[config.mk]
export PLATFORM = sky130hd
export DESIGN_NAME = tsf_ctrl
export DESIGN_NICKNAME = d
export VERILOG_FILES = /design/src/rtl/tsf_pkg.sv /design/src/rtl/tsf_ctrl.sv
export SDC_FILE = /design/constraint.sdc
export NUM_CORES = 1
export LEC_CHECK = 0
export BUFFER_PORTS_ARGS = -buffer_cell sky130_fd_sc_hd__clkbuf_2
export CORE_MARGIN = 3
export CORE_UTILIZATION = 50
export CTS_CLUSTER_SIZE = 30
export DETAILED_ROUTE_END_ITERATION = 10
export PLACE_DENSITY = 0.87
export SYNTH_ARGS = -nofsm -noshare
export SYNTH_HDL_FRONTEND = slang
export SYNTH_SLANG_ARGS = --single-unit
[constraint.sdc]
create_clock -name aclk -period 2.2 [get_ports aclk]
set_clock_uncertainty 0.05 [all_clocks]
set_input_delay 0.44 -clock aclk [delete_from_list [all_inputs] [get_ports aclk]]
set_output_delay 0.44 -clock aclk [all_outputs]
set_load 0.02 [all_outputs]
[src/rtl/tsf_pkg.sv]
// Shared constants, types and weight table for the temporal scan filter.
`timescale 1ns / 1ps
`default_nettype none
package tsf_pkg;

    // Defaults of the top-level parameters
    localparam int MAX_WINDOW_DEF  = 7;
    localparam int MAX_POINTS_DEF  = 512;
    localparam int SAMPLE_BITS_DEF = 16;

    // Fixed port widths
    localparam int SAMPLE_WIDTH   = 16;
    localparam int IDX_BITS       = 9;
    localparam int OUT_BITS       = 16;
    localparam int CFG_INDEX_BITS = 2;
    localparam int CFG_DATA_BITS  = 10;
    localparam int MODE_BITS      = 2;
    localparam int WLEN_CFG_BITS  = 3;
    localparam int PC_BITS        = 10;

    // Internal widths that cover the whole parameter range
    localparam int WLEN_BITS = 4;   // effective window, up to 15
    localparam int CNT_BITS  = 5;   // step counter, up to 31
    localparam int WT_BITS   = 16;  // one Q1.15 weight
    localparam int WSUM_BITS = 17;  // sum of all weights of a window

    // Register reset values
    localparam logic [WLEN_CFG_BITS-1:0] WINDOW_LENGTH_RST = 3'd1;
    localparam logic [PC_BITS-1:0]       POINT_COUNT_RST   = 10'd401;

    // Configuration register indexes
    localparam logic [CFG_INDEX_BITS-1:0] REG_FILTER_MODE   = 2'd0;
    localparam logic [CFG_INDEX_BITS-1:0] REG_WINDOW_LENGTH = 2'd1;
    localparam logic [CFG_INDEX_BITS-1:0] REG_POINT_COUNT   = 2'd2;

    typedef enum logic [MODE_BITS-1:0] {
        MODE_PASS   = 2'd0,
        MODE_GAUSS  = 2'd1,
        MODE_MEAN   = 2'd2,
        MODE_MEDIAN = 2'd3
    } filter_mode_t;

    // Datapath operations issued by the controller
    typedef enum logic [3:0] {
        OP_NONE,
        OP_CLEAR,
        OP_ACCEPT,
        OP_WRITE,
        OP_READ,
        OP_ACCUM,
        OP_DIV_LOAD,
        OP_DIV_STEP,
        OP_SORT,
        OP_OUT
    } dp_op_t;

    typedef struct packed {
        dp_op_t              op;
        logic [CNT_BITS-1:0] cnt;
    } tsf_cmd_t;

    typedef struct packed {
        logic                 clr_last;
        logic                 pass;
        logic                 median;
        logic [WLEN_BITS-1:0] w_eff;
        logic                 out_free;
    } tsf_status_t;

    // round(32768 * exp(-d*d/4.5)) for d = 0..7
    localparam logic [WT_BITS-1:0] GAUSS_Q15 [8] = '{
        16'd32768, 16'd26239, 16'd13471, 16'd4435,
        16'd936,   16'd127,   16'd11,    16'd1
    };

    function automatic logic [WT_BITS-1:0] gauss_weight(input logic [2:0] wt_dist);
        return GAUSS_Q15[wt_dist];
    endfunction

endpackage
`default_nettype wire

[src/rtl/tsf_ctrl.sv]
// Controller state machine of the temporal scan filter.
`timescale 1ns / 1ps
`default_nettype none
module tsf_ctrl #(
    parameter int MAX_WINDOW  = tsf_pkg::MAX_WINDOW_DEF,
    parameter int SAMPLE_BITS = tsf_pkg::SAMPLE_BITS_DEF
) (
    input  logic                 aclk,
    input  logic                 aresetn,
    input  logic                 s_valid,
    output logic                 s_ready,
    input  tsf_pkg::tsf_status_t status,
    output tsf_pkg::tsf_cmd_t    cmd
);
    import tsf_pkg::*;

    typedef enum logic [2:0] {
        ST_CLEAR,
        ST_IDLE,
        ST_WRITE,
        ST_READ,
        ST_ACCUM,
        ST_DIVIDE,
        ST_SORT,
        ST_FINISH
    } state_t;

    state_t              state_reg;
    logic [CNT_BITS-1:0] cnt_reg;
    logic                last_win;

    assign last_win = (cnt_reg == CNT_BITS'(status.w_eff - WLEN_BITS'(1)));

    // Sequence one transaction through the datapath
    always_ff @(posedge aclk) begin
        if (!aresetn) begin
            state_reg <= ST_CLEAR;
            cnt_reg   <= '0;
        end else begin
            unique case (state_reg)
                ST_CLEAR: begin
                    if (status.clr_last) state_reg <= ST_IDLE;
                end
                ST_IDLE: begin
                    if (s_valid) state_reg <= ST_WRITE;
                end
                ST_WRITE: begin
                    cnt_reg   <= '0;
                    state_reg <= status.pass ? ST_FINISH : ST_READ;
                end
                ST_READ: begin
                    if (last_win) begin
                        cnt_reg   <= '0;
                        state_reg <= status.median ? ST_SORT : ST_ACCUM;
                    end else begin
                        cnt_reg <= cnt_reg + CNT_BITS'(1);
                    end
                end
                ST_ACCUM: begin
                    if (last_win) begin
                        cnt_reg   <= '0;
                        state_reg <= ST_DIVIDE;
                    end else begin
                        cnt_reg <= cnt_reg + CNT_BITS'(1);
                    end
                end
                ST_DIVIDE: begin
                    if (cnt_reg == CNT_BITS'(SAMPLE_BITS)) state_reg <= ST_FINISH;
                    else cnt_reg <= cnt_reg + CNT_BITS'(1);
                end
                ST_SORT: begin
                    if (cnt_reg == CNT_BITS'(MAX_WINDOW - 1)) state_reg <= ST_FINISH;
                    else cnt_reg <= cnt_reg + CNT_BITS'(1);
                end
                ST_FINISH: begin
                    if (status.out_free) state_reg <= ST_IDLE;
                end
            endcase
        end
    end

    assign s_ready = (state_reg == ST_IDLE);

    // Decode state into a datapath operation
    always_comb begin
        cmd.cnt = cnt_reg;
        unique case (state_reg)
            ST_CLEAR:  cmd.op = OP_CLEAR;
            ST_IDLE:   cmd.op = s_valid ? OP_ACCEPT : OP_NONE;
            ST_WRITE:  cmd.op = OP_WRITE;
            ST_READ:   cmd.op = OP_READ;
            ST_ACCUM:  cmd.op = OP_ACCUM;
            ST_DIVIDE: cmd.op = (cnt_reg == '0) ? OP_DIV_LOAD : OP_DIV_STEP;
            ST_SORT:   cmd.op = OP_SORT;
            ST_FINISH: cmd.op = status.out_free ? OP_OUT : OP_NONE;
        endcase
    end

endmodule
`default_nettype wire

==> implementation parameters, run 1 <==
Parameter                              Value

Timing
  Setup total negative slack ... 0 ps
  Final setup fails ... 0
  Final Max Tran Viols ... 0
  Unrepaired setup endpoints after global routing ... yes
  Max-slew headroom at the worst pin ... 0.6603
  Final Worst Setup Slack ... between 40 and 50 ps
  Number of hold violations in the final report ... 0
  Actual slew at the worst max-slew pin ... about 510 ps
  Min cycle time layout ... 2152 ps
  Upper clock frequency limit ... 464.7 MHz
  Final critical-path share of the clock period ... 0.9782

Job
  Max Cap Viol ... 0

Critical path
  Endpoint arrival time on the critical path ... approximately 1700 ps
  Required time reported for the critical path endpoint ... 1710 ps
  Path type of the worst setup path ... reg2out
  Type of element capturing the critical path ... output port
  Startpoint type of the worst setup path ... register
  Highest net fanout along the worst path ... 3

GRT
  Antenna violations before repair ... 0
  Total routing usage reported by global routing ... 0.2177
  Largest net degree at the start of global routing ... 18
  Number of global-route vias before repair ... 732
  Wire length of the first global-routing pass ... about 3200 um
  Final global-route overflow total ... 0

Clock network
  CTS root buf ... sky130_fd_sc_hd__clkbuf_4
  Clock network latency to the later pin of the worst-skew pair ... 270 ps
  Maximum buffer depth of the clock tree ... 2
  Clock Sinks ... 8
  Clock transition at the register clock pins on the worst setup and hold paths after CTS ... 60 ps
  CTS tree ... yes
  Maximum level of the CTS H-tree ... 1
  Num CTS Buffers ... 3

Routing
  Vias per inst ... between 6 and 7
  DRC violations left ... 0
  Final wirelength ... around 2000 um
  Initial drt markers ... 50
  Number of optimization iterations in the first detailed-route pass ... 4
  Total number of vias ... 822
  Count of antenna-violating nets left after detailed routing ... 0
  Post-DR wirelength/cell ... 14.86 um

Pwr
  Pleak ... 0.4089 nW
  Power density of the placed cells ... about 600 nW/um^2
  Worst supply voltage drop on vdd ... between 0.3 and 0.4 mV

Synth
  Cell count after synthesis ... 95
  Synthesized area per cell ... 7.955 um^2
  Yosys Warn Count ... 0
  Post-synth EDFFs ... 0
  Netlist area before placement ... 755.7 um^2
  List of most frequent post-synthesis cells ... 10 x sky130_fd_sc_hd__nor2_1, 8 x sky130_fd_sc_hd__dfxtp_1, 8 x sky130_fd_sc_hd__inv_1
  Share of Yosys cell area claimed by the top area cell type ... 0.2119
  Sequential element share of the synthesized area ... 0.2119
  Synth top area cells ... sky130_fd_sc_hd__dfxtp_1 21%, sky130_fd_sc_hd__ha_1 6.6%, sky130_fd_sc_hd__xor2_1 5.8%
  Library cell with the largest summed area after synthesis ... sky130_fd_sc_hd__dfxtp_1
  Top FF cell, synth ... sky130_fd_sc_hd__dfxtp_1
  Most used standard cell by instance count after synthesis ... sky130_fd_sc_hd__nor2_1
  Net count after synthesis ... 110
  Unique masters post-synth ... 37
  Share of async-settable or async-resettable flops after synthesis ... 0
  Flop and latch count out of synthesis ... 8

Floorplanning
  IO Count ... 21
  Die X-Extent ... roughly 45 um
  Starting utilization of the core area ... 0.5531
  Placeable Area ... 1366 um^2
  Height of the chip ... 44.88 um
  Die ar. ... 2014 um^2
  # rows ... 13

Placed design
  HPWL after DPL ... roughly 1400 um
  Cell count after placement ... between 100 and 150
  I/O Buffers ... 20
  Placer's final routability congestion estimate ... 0.8202
  Post-Place Worst Slack ... 43.01 ps

Outcome
  Result of the run ... finished clean

Cells and area
  Final Net Count ... between 100 and 150
  Final core occ ... 0.7070
  Number of inserted filler cells in the final layout ... just over 90
  Share of post-route cells with drive strength above 1 ... 0.3529
  Area growth, synth to finish ... 27.81%
  Flip-flop count of the largest register, all copies and words added ... 5
  Filler-free cell count of the finished design ... 134
  Inserted Diodes ... 0

Hold path
  Type of the most critical hold path ... in2reg
metal layers:
layer	track usage	vias to the layer above	share of wire
li1	-	399	-
met1	0.2847	371	0.42
met2	0.3438	46	0.46
met3	0.07968	6	0.10
met4	0.04678	0	0.016
met5	0	-	0
worst paths after layout:
check	start	endpoint	slack [ps]	depth (start not counted)
setup / recovery	cnt_reg[0]$_SDFFE_PN0P_	cmd[5]	50	6
setup reg to reg	cnt_reg[0]$_SDFFE_PN0P_	cnt_reg[4]$_SDFFE_PN0P_	190	9
hold / removal	aresetn	state_reg[1]$_SDFFE_PN0P_	440	3
hold reg to reg	cnt_reg[0]$_SDFFE_PN0P_	cnt_reg[3]$_SDFFE_PN0P_	570	3
metrics by stage:
stage          area, um^2  power (mW)  hold WS [ps]
6_report            965.9      0.5668         437.8
5_1_grt             965.9      0.6040         471.3
4_1_cts             893.4      0.5239         429.5
3_5_place_dp        858.3      0.3953         511.2
3_3_place_gp        858.3      0.3888         507.8
2_1_floorplan       755.7      0.3408         502.2
worst max-delay path, stage by stage, from the launching register on:
cell and delay, ps:
sky130_fd_sc_hd__dfxtp_4 350, sky130_fd_sc_hd__inv_4 70, sky130_fd_sc_hd__ha_4 120, sky130_fd_sc_hd__or3b_4 390, sky130_fd_sc_hd__o31ai_4 230, sky130_fd_sc_hd__a21oi_2 70
sky130_fd_sc_hd__buf_4 170
report_power, final:
group	internal, mW	switching, mW	leakage, nW
sequential	0.159	0.0339	0.0667
clock	0.0628	0.0552	0.0138
combinational	0.121	0.135	0.328
total	0.342	0.225	0.409
area by class of cell:
type                    instances  area [um^2]  area share
inverters                       8        35.03     0.03627
clock buffers                   3        22.52     0.02332
repair buffers                 25        140.1      0.1451
flip-flops and latches          8        167.7      0.1736
multi-input cells              75        581.8      0.6023
well taps                      15        18.77     0.01943
cells by family (layout without fill, tap and decap cells):
group	count (synthesis)	in the layout	synth area share
AO/OA/AOI/OAI	27	27	0.2516
XOR/XNOR	9	9	0.1225
adder cells (fa/ha/maj)	4	4	0.06623
buffers and inverters	12	36	0.06125
flip-flops	8	8	0.2119
AND/OR/NAND/NOR	35	35	0.2864
what timing repair did:
item,in CTS,in global routing
pin swaps,0,3
setup endpoints to repair,1,1
resized for setup,6,10
hold buffers,0,0
setup buffers,0,5
cells in the final DEF (no fill, tap or decap), types with 2 or more instances in the layout:
cell type,n
sky130_fd_sc_hd__a21oi_1,3
sky130_fd_sc_hd__a31oi_1,2
sky130_fd_sc_hd__buf_4,6
sky130_fd_sc_hd__clkbuf_2,19
sky130_fd_sc_hd__clkbuf_4,3
sky130_fd_sc_hd__dfxtp_1,6
sky130_fd_sc_hd__dfxtp_4,2
sky130_fd_sc_hd__ha_1,3
sky130_fd_sc_hd__inv_1,6
sky130_fd_sc_hd__inv_4,2
sky130_fd_sc_hd__nand2_1,5
sky130_fd_sc_hd__nand2b_1,4
sky130_fd_sc_hd__nand4b_1,3
sky130_fd_sc_hd__nor2_1,10
sky130_fd_sc_hd__nor3_1,3
sky130_fd_sc_hd__o211ai_1,2
sky130_fd_sc_hd__o21ai_0,4
sky130_fd_sc_hd__o21ai_1,2
sky130_fd_sc_hd__o22ai_1,4
sky130_fd_sc_hd__xnor2_1,3
sky130_fd_sc_hd__xor2_1,5
(Power assumes the default switching activity.)
==> run 2: changes to the inputs <==
- GPL_TIMING_DRIVEN: default -> 0
==> run 2 against run 1 <==
  * Total power up 2.0%
  * Clock power about the same
  * Routed wire length grew 8.8%
  * Cell count is 4.5% higher
  * Clock-buffer cell count unchanged
  * Worst setup slack got worse by 2.4 ps
  * Sequential share of layout area down 0.52 points
  * Non-clock buffer count up 6
  * Design area increased by 3.1%
  * Critical path type unchanged
  * Critical endpoint unchanged
==> implementation parameters, run 2 (synthesized netlist as in run 1, its figures left out) <==
Parameter                              Value

Clock network
  Maximum buffer depth of the clock tree ... 2
  CTS tree ... yes
  CTS root buf ... sky130_fd_sc_hd__clkbuf_4
  Clock transition at the register clock pins on the worst setup and hold paths after CTS ... 70 ps
  Num CTS Buffers ... 3
  Clock Sinks ... 8
  Maximum level of the CTS H-tree ... 1
  Clock network latency to the later pin of the worst-skew pair ... approximately 270 ps

Critical path
  Setup slack on the worst flop-to-flop path ... approximately 140 ps
  Startpoint type of the worst setup path ... register
  Path type of the worst setup path ... reg2out
  Reg2Reg Capture Point ... cnt_reg[3]$_SDFFE_PN0P_
  Required time reported for the critical path endpoint ... roughly 1700 ps
  Worst-path cell chain ... inv_4 > ha_4 > or3b_4 > o31ai_4 > a21oi_2 > buf_4
  Path depth of the worst reg2reg path ... 9
  Launching element of the worst setup path ... cnt_reg[0]$_SDFFE_PN0P_
  Slowest stage cell on the critical path ... sky130_fd_sc_hd__or3b_4
  Highest net fanout along the worst path ... 3
  Type of element capturing the critical path ... output port
  Beginning of the worst register-to-register path ... cnt_reg[0]$_SDFFE_PN0P_
  Endpoint arrival time on the critical path ... 1660 ps
  Biggest cell delay along the critical path ... 400 ps

Routing
  Post-DR wirelength/cell ... 15.47 um
  Count of antenna-violating nets left after detailed routing ... 0
  Total number of vias ... 854
  Number of optimization iterations in the first detailed-route pass ... 4
  DRC violations left ... 0
  Final wirelength ... about 2200 um
  Vias per inst ... 6.100
  Initial drt markers ... 14

Outcome
  Result of the run ... finished clean

Hold path
  Type of the most critical hold path ... in2reg
  Min-Delay Endpoint ... state_reg[1]$_SDFFE_PN0P_
  Beginning of the worst hold path ... aresetn
  Worst hold path depth ... 3

Floorplanning
  Die X-Extent ... between 40 and 50 um
  Die ar. ... 2014 um^2
  Placeable Area ... 1366 um^2
  Starting utilization of the core area ... 0.5531
  # rows ... 13
  Height of the chip ... around 45 um
  IO Count ... 21

Timing
  Actual slew at the worst max-slew pin ... ~490 ps
  Setup total negative slack ... 0 ps
  Number of hold violations in the final report ... 0
  Final Max Tran Viols ... 0
  Fin Hold WS ... 445.1 ps
  Max-slew headroom at the worst pin ... 0.6709
  Upper clock frequency limit ... 464.1 MHz
  Final critical-path share of the clock period ... 0.9794
  Min cycle time layout ... roughly 2200 ps
  Final setup fails ... 0

Cells and area
  Most common cell after layout, fill and taps aside ... sky130_fd_sc_hd__clkbuf_2
  Flip-flop count of the largest register, all copies and words added ... 5
  Most frequent cells in the layout ... 20 x sky130_fd_sc_hd__clkbuf_2, 10 x sky130_fd_sc_hd__nor2_1, 8 x sky130_fd_sc_hd__buf_4, 6 x sky130_fd_sc_hd__inv_1, 6 x sky130_fd_sc_hd__dfxtp_1
  Final Net Count ... 142
  Area growth, synth to finish ... 31.79%
  Share of post-route cells with drive strength above 1 ... 0.3680
  Inserted Diodes ... 0

Placed design
  I/O Buffers ... 20
  HPWL after DPL ... 1548 um
  Placer's final routability congestion estimate ... 0.8184

GRT
  Number of global-route vias before repair ... 772
  Wire length of the first global-routing pass ... approximately 3500 um
  Total routing usage reported by global routing ... 0.2371
  Antenna violations before repair ... 0
  Final global-route overflow total ... 0
  Largest net degree at the start of global routing ... 11

Pwr
  Worst supply voltage drop on vdd ... 0.5176 mV
  Power density of the placed cells ... approximately 580 nW/um^2
  Pleak ... 0.4321 nW

Job
  Max Cap Viol ... 0
[run 2: timing repair]
action	CTS	global route
buffers inserted	0	7
endpoints found under the setup margin	1	2
pin swaps	0	2
hold buffers	0	0
resized for setup	6	11
[run 2: worst max-delay path by stage]
stage	to	depth (start not counted)
after global placement	cnt_reg[0]$_SDFFE_PN0P_	9
after floorplan	cmd[5]	5
after detailed placement	cnt_reg[3]$_SDFFE_PN0P_	9
final	cmd[5]	6
after global routing	cmd[5]	6
after CTS	cmd[5]	6
[run 2: final cells by class]
cell class | count | area [um^2]
fillers | 111 | 370.4
multi-input cells | 75 | 581.8
clock buffers | 3 | 22.52
plain buffers | 4 | 17.52
flip-flops and latches | 8 | 167.7
well taps | 15 | 18.77
repair buffers | 27 | 155.1
inverters | 8 | 32.53
[run 2: where the power goes]
group | leakage (nW) | switching, mW | internal, mW
clock network | 0.0138 | 0.0571 | 0.0628
registers | 0.0667 | 0.0107 | 0.159
logic | 0.352 | 0.167 | 0.122
total | 0.432 | 0.235 | 0.343
[run 2: critical path: cells and delay by family (launching register included)]
family	cells	cell delay (ps)
buffers and inverters	2	230
AND/OR/NAND/NOR	1	400
adder cells (fa/ha/maj)	1	120
flip-flops	1	350
AO/OA/AOI/OAI	2	320
[run 2: metrics by stage]
stage | area [um^2] | total power, mW | cells | utilization | setup slack [ps]
2_1_floorplan | 755.7 | 0.3408 | 95 | - | 264.9
3_3_place_gp | 874.6 | 0.3953 | 130 | 0.6401 | 42.50
3_5_place_dp | 874.6 | 0.4042 | 130 | 0.6401 | -42.57
4_1_cts | 909.6 | 0.5350 | 133 | 0.6658 | 29.74
5_1_grt | 996.0 | 0.6237 | 140 | 0.7289 | -13.31
6_report | 996.0 | 0.5785 | 140 | 0.7289 | 45.41
[run 2: metal layers]
| metal | share of wire | GRT usage | vias to the layer above |
|---|---|---|---|
| met2 | 0.49 | 0.3582 | 35 |
| met1 | 0.41 | 0.2857 | 396 |
| met3 | 0.061 | 0.07968 | 12 |
| met5 | 0 | 0 | - |
| met4 | 0.039 | 0.1520 | 0 |
| li1 | - | - | 411 |
==> run 3: changes to the inputs <==
- ABC_AREA: default -> 1
- CORE_UTILIZATION: 50 -> 52
- PLACE_DENSITY: 0.87 -> default
- PLACE_DENSITY_LB_ADDON: default -> 0.05
==> run 3 against run 2 <==
  * Sequential share of layout area shrank 0.55 points
  * Utilization shrank 3.4 points
  * Global-route usage decreased by 3.6 points
  * First-iteration DRC count up 21%
  * Register-to-register slack improved by 400 ps
  * Clock power down 15%
  * Critical path depth unchanged
  * Clock-buffer cell count stayed put
  * Largest cell class unchanged
  * Largest power group unchanged
==> implementation parameters, run 3 <==
Parameter                              Value

Floorplanning
  Height of the chip ... 46.24 um
  Die X-Extent ... 46.24 um
  # rows ... 13
  Starting utilization of the core area ... 0.5950
  Die ar. ... 2138 um^2
  IO Count ... 21
  Placeable Area ... 1415 um^2

Timing
  Max-slew headroom at the worst pin ... 0.7787
  Final critical-path share of the clock period ... 0.8700
  Final Worst Setup Slack ... 286.1 ps
  Upper clock frequency limit ... approximately 520 MHz
  Unrepaired setup endpoints after global routing ... no
  Number of hold violations in the final report ... 0
  Final Max Tran Viols ... 0
  Min cycle time layout ... 1914 ps
  Actual slew at the worst max-slew pin ... roughly 330 ps
  Final setup fails ... 0
  Setup total negative slack ... 0 ps

GRT
  Total routing usage reported by global routing ... 0.2013
  Largest net degree at the start of global routing ... 11
  Final global-route overflow total ... 0
  Number of global-route vias before repair ... ~820
  Antenna violations before repair ... 0
  Wire length of the first global-routing pass ... 3139 um

Synth
  List of most frequent post-synthesis cells ... 44 x sky130_fd_sc_hd__nand2_1, 18 x sky130_fd_sc_hd__nor2_1, 16 x sky130_fd_sc_hd__nand3_1
  Area fraction in compound gates after synthesis ... 0.08767
  Net count after synthesis ... 160
  XOR/XNOR share of the synthesized area ... 0.02080
  Share of Yosys cell area claimed by the top area cell type ... 0.1961
  Sequential element share of the synthesized area ... 0.1902
  Unique masters post-synth ... 25
  Cell count after synthesis ... roughly 150
  Share of async-settable or async-resettable flops after synthesis ... 0
  Most used standard cell by instance count after synthesis ... sky130_fd_sc_hd__nand2_1
  Yosys Warn Count ... 0
  Synth top area cells ... sky130_fd_sc_hd__nand2_1 20%, sky130_fd_sc_hd__dfxtp_1 19%, sky130_fd_sc_hd__nand3_1 9.5%
  Netlist area before placement ... 842.1 um^2
  Mux share of post-synthesis cell area ... 0
  Dominant combinational cell family by area after synthesis ... simple AND/OR/NAND/NOR gates
  Post-synth EDFFs ... 0
  Library cell with the largest summed area after synthesis ... sky130_fd_sc_hd__nand2_1
  Synthesized area per cell ... 5.807 um^2
  Flop and latch count out of synthesis ... 8
  Basic-gate share of the synthesized area counting and, or, nand and nor cells ... 0.5141
  Adder-cell share of the synthesized area ... 0.05944
  Top FF cell, synth ... sky130_fd_sc_hd__dfxtp_1

Critical path
  Beginning of the worst register-to-register path ... cnt_reg[0]$_SDFFE_PN0P_
  Highest net fanout along the worst path ... 5
  Endpoint arrival time on the critical path ... 1420 ps
  Setup slack on the worst flop-to-flop path ... 540 ps
  Path type of the worst setup path ... reg2out
  Biggest cell delay along the critical path ... 340 ps
  Startpoint type of the worst setup path ... register
  Path depth of the worst reg2reg path ... 10
  Type of element capturing the critical path ... output port
  Slowest stage cell on the critical path ... sky130_fd_sc_hd__dfxtp_1
  Worst-path cell chain ... inv_1 > ha_1 > nand3_1 > o21ai_0 > nand3_1 > clkbuf_2
  Reg2Reg Capture Point ... cnt_reg[0]$_SDFFE_PN0P_
  Cell repeated most along the worst path ... sky130_fd_sc_hd__nand3_1
  Required time reported for the critical path endpoint ... 1710 ps

Pwr
  Pleak ... 0.4931 nW
  Comb pwr share ... 0.669
  Power share of the sequential group ... 0.222
  Worst supply voltage drop on vdd ... 0.8888 mV
  Share of total power in the clock network ... 0.109
  Net switching power ... 474.4 uW
  Design internal power ... 460.2 uW
  Power density of the placed cells ... 950.3 nW/um^2
  Total power consumption of the routed design ... 934.6 uW
  Proportion of total power due to net switching ... 0.5076

Hold path
  Type of the most critical hold path ... in2reg
  Min-Delay Endpoint ... cnt_reg[3]$_SDFFE_PN0P_
  Worst hold path depth ... 3
  Beginning of the worst hold path ... aresetn

Routing
  DRC violations left ... 0
  Count of antenna-violating nets left after detailed routing ... 0
  Initial drt markers ... 17
  Final wirelength ... between 1500 and 2000 um
  Total number of vias ... 942
  Vias per inst ... 5.148
  Number of optimization iterations in the first detailed-route pass ... 4
  Post-DR wirelength/cell ... about 9.7 um

Clock network
  CTS root buf ... sky130_fd_sc_hd__clkbuf_4
  Maximum level of the CTS H-tree ... 1
  Hold_buf cts ... 0
  Clock transition at the register clock pins on the worst setup and hold paths after CTS ... 50 ps
  Clock Sinks ... 8
  Setup Fix Bufs, Post-CTS ... 0
  Total of cells resized after clock tree synthesis ... 0
  Maximum buffer depth of the clock tree ... 2
  CTS tree ... yes
  Clock network latency to the later pin of the worst-skew pair ... 240 ps
  Num CTS Buffers ... 3

Cells and area
  Most frequent cells in the layout ... 44 x sky130_fd_sc_hd__nand2_1, 20 x sky130_fd_sc_hd__clkbuf_2, 18 x sky130_fd_sc_hd__nor2_1, 16 x sky130_fd_sc_hd__nand3_1, 15 x sky130_fd_sc_hd__inv_1
  Final Net Count ... around 190
  Inserted Diodes ... 0
  Area growth, synth to finish ... 16.79%
  Filler-free cell count of the finished design ... 183
  Layout Cell Area excl Fill ... 983.4 um^2
  Flip-flop count of the largest register, all copies and words added ... 5
  Most common cell after layout, fill and taps aside ... sky130_fd_sc_hd__nand2_1
  Number of inserted filler cells in the final layout ... 141
  Share of post-route cells with drive strength above 1 ... 0.2560

Placed design
  HPWL after DPL ... 1491 um
  Cell count after placement ... 180
  Post-Place Worst Slack ... 278.0 ps
  Post-place instance area ... 960.9 um^2
  Placer's final routability congestion estimate ... 0.8416
  I/O Buffers ... 20

Outcome
  Result of the run ... finished clean

Job
  Max Cap Viol ... 0
-- run 3: per-stage QoR --
stage	util	hold slack, ps
finish	0.6950	422.2
global placement	0.6790	513.2
CTS	0.6950	420.5
detailed placement	0.6790	516.3
floorplan	-	494.9
global route	0.6950	439.9
-- run 3: logic make-up (layout without fill, tap and decap cells) --
family / Yosys count / after routing
buffers and inverters: 24 / 47
adder cells (fa/ha/maj): 4 / 4
flip-flops: 8 / 8
AND/OR/NAND/NOR: 93 / 93
XOR/XNOR: 2 / 2
AO/OA/AOI/OAI: 14 / 14
-- run 3: worst max path at each step --
stage | startpoint | to | cells past startpoint
after floorplan | cnt_reg[0]$_SDFFE_PN0P_ | cmd[5] | 5
after global placement | status[1] | cnt_reg[0]$_SDFFE_PN0P_ | 13
after detailed placement | status[1] | cnt_reg[0]$_SDFFE_PN0P_ | 13
after CTS | cnt_reg[0]$_SDFFE_PN0P_ | cmd[5] | 6
after global routing | cnt_reg[0]$_SDFFE_PN0P_ | cmd[5] | 6
final | cnt_reg[0]$_SDFFE_PN0P_ | cmd[5] | 6
-- run 3: final cells by class --
type / instances / area [um^2] / share of cell area
flip-flops and latches: 8 / 160.2 / 0.1629
repair buffers: 20 / 100.1 / 0.1018
plain buffers: 3 / 26.28 / 0.02672
well taps: 15 / 18.77 / 0.01908
multi-input cells: 113 / 574.3 / 0.5840
clock buffers: 3 / 22.52 / 0.02290
inverters: 21 / 81.33 / 0.08270
-- run 3: layer usage --
layer,up-vias,GRT usage,wire (um)
met3,2,0.02344,73
met2,24,0.3214,814
met1,414,0.2622,872
li1,502,-,-
met4,0,0.1023,22
met5,-,0,0
-- run 3: critical path, delay by kind of cell (launching register included) --
| kind | cells | cell delay [ps] |
|---|---|---|
| adder cells (fa/ha/maj) | 1 | 160 |
| AND/OR/NAND/NOR | 2 | 200 |
| flip-flops | 1 | 340 |
| buffers and inverters | 2 | 310 |
| AO/OA/AOI/OAI | 1 | 170 |
-- run 3: power by group through the flow --
| stage | combinational, mW | clock, mW | sequential (mW) |
|---|---|---|---|
| 2_1_floorplan | 0.483 | 0 | 0.214 |
| 3_5_place_dp | 0.624 | 0 | 0.210 |
| 3_3_place_gp | 0.618 | 0 | 0.206 |
| 5_1_grt | 0.710 | 0.115 | 0.210 |
| 6_report | 0.625 | 0.102 | 0.207 |
| 4_1_cts | 0.627 | 0.109 | 0.207 |
